File: src/llsf_pkg.sv
// Shared widths, select codes and control/status structs for the
// least-squares line fit core. No dependencies.
package llsf_pkg;

  localparam int MAX_POINTS    = 4096;
  localparam int FRACTION_BITS = 32;

  localparam int IN_W      = 24;
  localparam int OUT_W     = 64;
  localparam int LOG_PTS   = $clog2(MAX_POINTS);
  localparam int CNT_W     = $clog2(MAX_POINTS + 1);
  localparam int PROD_W    = 2 * IN_W;
  localparam int SUM_W     = IN_W + LOG_PTS;
  localparam int SQ_W      = PROD_W + LOG_PTS;
  localparam int NUM_W     = SQ_W + SUM_W;
  localparam int DVD_W     = NUM_W + FRACTION_BITS + 1;
  localparam int REM_W     = NUM_W + 2;
  localparam int MUL_CNT_W = $clog2(SQ_W + 1);
  localparam int DIV_CNT_W = $clog2(DVD_W + 1);

  localparam logic [OUT_W-1:0] SAT_MAX = {1'b0, {(OUT_W-1){1'b1}}};
  localparam logic [OUT_W-1:0] SAT_MIN = {1'b1, {(OUT_W-1){1'b0}}};

  typedef logic [2:0] mul_sel_t;
  localparam mul_sel_t MUL_N_XX = 3'd0;
  localparam mul_sel_t MUL_X_X  = 3'd1;
  localparam mul_sel_t MUL_N_XY = 3'd2;
  localparam mul_sel_t MUL_X_Y  = 3'd3;
  localparam mul_sel_t MUL_XX_Y = 3'd4;
  localparam mul_sel_t MUL_X_XY = 3'd5;

  typedef logic [1:0] diff_sel_t;
  localparam diff_sel_t DIFF_DEN  = 2'd0;
  localparam diff_sel_t DIFF_NUMA = 2'd1;
  localparam diff_sel_t DIFF_NUMB = 2'd2;

  typedef logic div_sel_t;
  localparam div_sel_t DIV_SLOPE  = 1'b0;
  localparam div_sel_t DIV_OFFSET = 1'b1;

  typedef struct packed {
    logic      pt_ld;
    logic      acc_en;
    logic      clr;
    logic      mul_start;
    mul_sel_t  mul_sel;
    logic      t1_ld;
    logic      diff_ld;
    diff_sel_t diff_sel;
    logic      div_start;
    div_sel_t  div_sel;
    logic      quo_ld;
    logic      deg_ld;
    logic      pub;
  } llsf_cmd_t;

  typedef struct packed {
    logic mul_done;
    logic div_done;
    logic den_zero;
  } llsf_sts_t;

endpackage

File: src/llsf_ctrl.sv
// Controller: accepts point words, sequences the six products and two
// divisions, publishes the result word. Depends on llsf_pkg.
module llsf_ctrl (
  input  logic                clk,
  input  logic                rst_n,
  input  logic                in_valid,
  input  logic                in_last,
  output logic                in_ready,
  output logic                out_valid,
  input  logic                out_ready,
  output llsf_pkg::llsf_cmd_t cmd,
  input  llsf_pkg::llsf_sts_t sts
);

  localparam logic [2:0] S_ACC    = 3'd0;
  localparam logic [2:0] S_DRAIN  = 3'd1;
  localparam logic [2:0] S_MSTART = 3'd2;
  localparam logic [2:0] S_MWAIT  = 3'd3;
  localparam logic [2:0] S_CHECK  = 3'd4;
  localparam logic [2:0] S_DSTART = 3'd5;
  localparam logic [2:0] S_DWAIT  = 3'd6;
  localparam logic [2:0] S_PUB    = 3'd7;

  logic [2:0]          state_r, state_nxt;
  llsf_pkg::mul_sel_t  j_r, j_nxt;
  llsf_pkg::div_sel_t  d_r, d_nxt;
  logic                pend_r;
  logic                out_valid_r, out_valid_nxt;

  always_comb begin
    state_nxt     = state_r;
    j_nxt         = j_r;
    d_nxt         = d_r;
    cmd           = '0;
    cmd.mul_sel   = j_r;
    cmd.div_sel   = d_r;
    cmd.diff_sel  = llsf_pkg::DIFF_DEN;
    cmd.acc_en    = pend_r;
    in_ready      = (state_r == S_ACC);
    cmd.pt_ld     = in_valid && in_ready;
    out_valid_nxt = out_valid_r && !out_ready;
    case (state_r)
      S_ACC: begin
        if (cmd.pt_ld && in_last) begin
          state_nxt = S_DRAIN;
        end
      end
      S_DRAIN: begin
        j_nxt     = llsf_pkg::MUL_N_XX;
        state_nxt = S_MSTART;
      end
      S_MSTART: begin
        cmd.mul_start = 1'b1;
        state_nxt     = S_MWAIT;
      end
      S_MWAIT: begin
        if (sts.mul_done) begin
          case (j_r)
            llsf_pkg::MUL_X_X: begin
              cmd.diff_ld  = 1'b1;
              cmd.diff_sel = llsf_pkg::DIFF_DEN;
            end
            llsf_pkg::MUL_X_Y: begin
              cmd.diff_ld  = 1'b1;
              cmd.diff_sel = llsf_pkg::DIFF_NUMA;
            end
            llsf_pkg::MUL_X_XY: begin
              cmd.diff_ld  = 1'b1;
              cmd.diff_sel = llsf_pkg::DIFF_NUMB;
            end
            default: cmd.t1_ld = 1'b1;
          endcase
          j_nxt = j_r + 3'd1;
          if (j_r == llsf_pkg::MUL_X_X) begin
            state_nxt = S_CHECK;
          end else if (j_r == llsf_pkg::MUL_X_XY) begin
            d_nxt     = llsf_pkg::DIV_SLOPE;
            state_nxt = S_DSTART;
          end else begin
            state_nxt = S_MSTART;
          end
        end
      end
      S_CHECK: begin
        if (sts.den_zero) begin
          cmd.deg_ld = 1'b1;
          state_nxt  = S_PUB;
        end else begin
          state_nxt = S_MSTART;
        end
      end
      S_DSTART: begin
        cmd.div_start = 1'b1;
        state_nxt     = S_DWAIT;
      end
      S_DWAIT: begin
        if (sts.div_done) begin
          cmd.quo_ld = 1'b1;
          if (d_r == llsf_pkg::DIV_SLOPE) begin
            d_nxt     = llsf_pkg::DIV_OFFSET;
            state_nxt = S_DSTART;
          end else begin
            state_nxt = S_PUB;
          end
        end
      end
      S_PUB: begin
        if (!out_valid_r || out_ready) begin
          cmd.pub       = 1'b1;
          cmd.clr       = 1'b1;
          out_valid_nxt = 1'b1;
          state_nxt     = S_ACC;
        end
      end
      default: state_nxt = S_ACC;
    endcase
  end

  always_ff @(posedge clk) begin
    if (!rst_n) begin
      state_r     <= S_ACC;
      j_r         <= llsf_pkg::MUL_N_XX;
      d_r         <= llsf_pkg::DIV_SLOPE;
      pend_r      <= 1'b0;
      out_valid_r <= 1'b0;
    end else begin
      state_r     <= state_nxt;
      j_r         <= j_nxt;
      d_r         <= d_nxt;
      pend_r      <= cmd.pt_ld;
      out_valid_r <= out_valid_nxt;
    end
  end

  assign out_valid = out_valid_r;

endmodule

File: config.mk
export PLATFORM = sky130hd
export DESIGN_NAME = llsf_ctrl
export DESIGN_NICKNAME = d
export VERILOG_FILES = /design/src/llsf_pkg.sv /design/src/llsf_ctrl.sv
export SDC_FILE = /design/constraint.sdc
export NUM_CORES = 1
export LEC_CHECK = 0
export ABC_AREA = 0
export ABC_CLOCK_PERIOD_IN_PS = 1100
export BUFFER_PORTS_ARGS = -buffer_cell sky130_fd_sc_hd__buf_2
export CAP_MARGIN = 20
export CORE_MARGIN = 5
export CORE_UTILIZATION = 41
export CTS_CLUSTER_SIZE = 12
export DETAILED_ROUTE_END_ITERATION = 8
export GPL_ROUTABILITY_DRIVEN = 1
export PLACE_DENSITY_LB_ADDON = 0.2
export SYNTH_ARGS = -nofsm -noshare
export SYNTH_HDL_FRONTEND = slang
export SYNTH_SLANG_ARGS = --single-unit
File: constraint.sdc
create_clock -name clk -period 1.1 [get_ports clk]
set_input_delay 0.22 -clock clk [delete_from_list [all_inputs] [get_ports clk]]
set_output_delay 0.22 -clock clk [all_outputs]
set_load 0.05 [all_outputs]
==> summary.txt <==
post-synthesis net count - 89
Seq. cell area - 201.4 um^2
WL final - 2996 um
hold path startpoint - rst_n
CP arrival - 1.36 ns
multi-input logic area - 560.5 um^2
final setup TNS - -6.622 ns
cells along the critical path - inv_4 -> ha_4 -> a21oi_4 -> nor2_4 -> and2_4 -> buf_8
Fillers - 54
Worst-Skew Late Latency - 0.27 ns
top post-synthesis cells by area - dfxtp_1 28%, ha_1 5.8%, nor2b_1 4.8%
Pwr Total - 1.148 mW
Crit-path slowest cell - dfxtp_4
slowest stage delay, CP - 0.39 ns
Slew @ Worst Pin - 0.2496 ns
vias in the first global route - 815
setup ws final - -0.4783 ns
initial antenna violation count - 0
area delta synth->final - 115.4%
GRT Total Usage - 18.51%
DIE AREA - 2488 um^2
Vias - 839
Gate Count Post-Synth - 78
Final Cycle Share - 143.5%
final setup fails - 21
clk root buf - clkbuf_4
Worst R2R Start - state_r[1]
WL/cell - 19.84 um
Critical path buffers and inverters - 2
Post-Syn Area - 651.9 um^2
antenna-violating nets left - 0
Crit path required time - 0.88 ns
DRC viols - 0
Die Ht - 49.88 um
status - finished with violations
RSZ-0062 raised after global routing - true
Fmax - 633.6 MHz
Clk pin slew, worst setup/hold paths - 0.06 ns
register area share after synthesis - 27.64%
num rows - 14
Crit Path Class - register to output pin
# clock sinks - 9
vias per cell - 5.556
share of layout cells above drive strength 1 - 71.11%
Yosys reg bits - 9
final hold violations - 0
hpwl dp - 1458 um
worst hold-check path type - input port to register
Post-Syn Area per Cell - 8.357 um^2
port bufs - 25
worst setup path startpoint - j_r[1]
maximum VDD drop - 0.0008522 V
Slew HR - 83.48%
Die X - 49.88 um
core footprint - 1506 um^2
Unique masters post-synth - 36
Leakage - 0.5994 nW
Yosys Warn Count - 0
I/O Pins - 26
TritonCTS clock tree - yes
Max Root-Sink Buffers - 2
cell taking the most area after synthesis - dfxtp_1
diode count - 0
total CTS buffers - 3
nets - 147
violations in the final reports - setup timing
first-pass detailed-route iteration total - 4
post-synth top area share - 27.64%
global placement routability congestion - 0.7458
hold buffer count at CTS - 0
crit start category - register
clock skew - 0.001377 ns
crit end category - output pin
Final Max Tran Viols - 0
total grt overflow - 0
CP Max Fanout - 4
DRT iter0 DRCs - 10
largest net degree at the start of global routing - 12
Initial Util - 43.27%
CP delay by family, top - flip-flops
H-tree levels - 1
Max Cap Viol - 0
first-pass GRT wire length - 3532 um
Tmin final - 1.578 ns
Pwr Density - 817.6 nW/um^2
[layout by cell type (no fill, tap or decap), drive strengths merged]
cell / n
ha: 3
mux2i: 3
o31a: 1
and3b: 1
nand2b: 2
a211o: 1
o22ai: 2
nor2: 6
nand2: 5
a21oi: 2
dfxtp: 9
nand3: 2
and3: 2
a21boi: 3
o21ai: 1
buf: 61
inv: 4
o21a: 2
a22oi: 2
o311a: 1
a31oi: 1
and2: 2
nor2b: 6
o211ai: 1
nor3b: 1
nand3b: 2
nand4b: 1
clkbuf: 4
nor3: 3
o31ai: 1
[stage by stage]
stage	area, um^2	hold slack [ns]	setup WS, ns	util, %	instances
after CTS	1231	0.2603	-0.4385	81.73	142
after global placement	1002	0.5448	-0.3032	66.53	133
after global routing	1404	0.2799	-0.5146	93.19	151
final	1404	0.2788	-0.4783	93.19	151
after detailed placement	1002	0.5462	-0.3561	66.53	133
after floorplan	763.2	0.3659	-0.5180	-	78
[cells in the mapped netlist]
cell type and n:
dfxtp_1 9, nor2_1 6, nand2_1 5, nor2b_1 5, buf_4 4, inv_1 4, ha_1 3, mux2i_1 3
nor3_1 3, a21boi_0 2, a22oi_1 2, and2_1 2, and3_1 2, buf_6 2, nand3_1 2, nand3b_1 2
o21a_1 2, o22ai_1 2, a211o_1 1, a21boi_2 1, a21oi_1 1, a21oi_2 1, a31oi_1 1, and3b_1 1
buf_1 1, buf_2 1, nand2b_1 1, nand2b_4 1, nand4b_1 1, nor2b_2 1, nor3b_1 1, o211ai_1 1
o21ai_0 1, o311a_1 1, o31a_1 1, o31ai_1 1
[logic make-up after synthesis]
group,after synthesis,share of synthesized area [%]
muxes,3,4.607
buffers and inverters,12,11.71
DFF,9,27.64
adders and majority gates,3,5.759
AOI/OAI and AO/OA,18,20.92
and+or+nand+nor,33,29.37
[power breakdown]
part | leakage (nW) | internal, mW | switching [mW]
combinational | 0.507 | 0.258 | 0.266
sequential | 0.0779 | 0.333 | 0.0217
clock | 0.0150 | 0.141 | 0.128
total | 0.599 | 0.732 | 0.416
[area by class of cell]
type	count	share of cell area, %
clock buffers	4	1.872
inverters	4	1.248
well taps	16	1.426
multi-input cells	57	39.93
repair buffers	61	41.18
flip-flops and latches	9	14.35
[registers in the layout (all words and copies together), names as in the netlist]
| name | flops |
|---|---|
| d_r | 1 |
| j_r | 3 |
| out_valid | 1 |
| pend_r | 1 |
| state_r | 3 |
[per-layer routing]
metal | part of all wire (%) | global-route usage [%] | wire length, um
met1 | 41 | 21.05 | 1234
met2 | 52 | 31.99 | 1559
met3 | 4.2 | 3.916 | 127
met4 | 2.5 | 9.170 | 75
met5 | 0 | 0 | 0
[worst paths after layout]
path	slack [ns]	cells after the start	to
worst max-delay path	-0.48	6	cmd[5]
worst min-delay path	0.28	2	d_r
worst max register to register	-0.38	6	state_r[2]
worst min register to register	0.61	3	j_r[2]
[timing repair]
item	in CTS	in global routing
setup buffers	6	11
hold endpoints to repair	0	0
pin swaps	8	15
endpoints found under the setup margin	23	23
resized for setup	49	26
No activity file was read; power rests on OpenSTA's default activity.
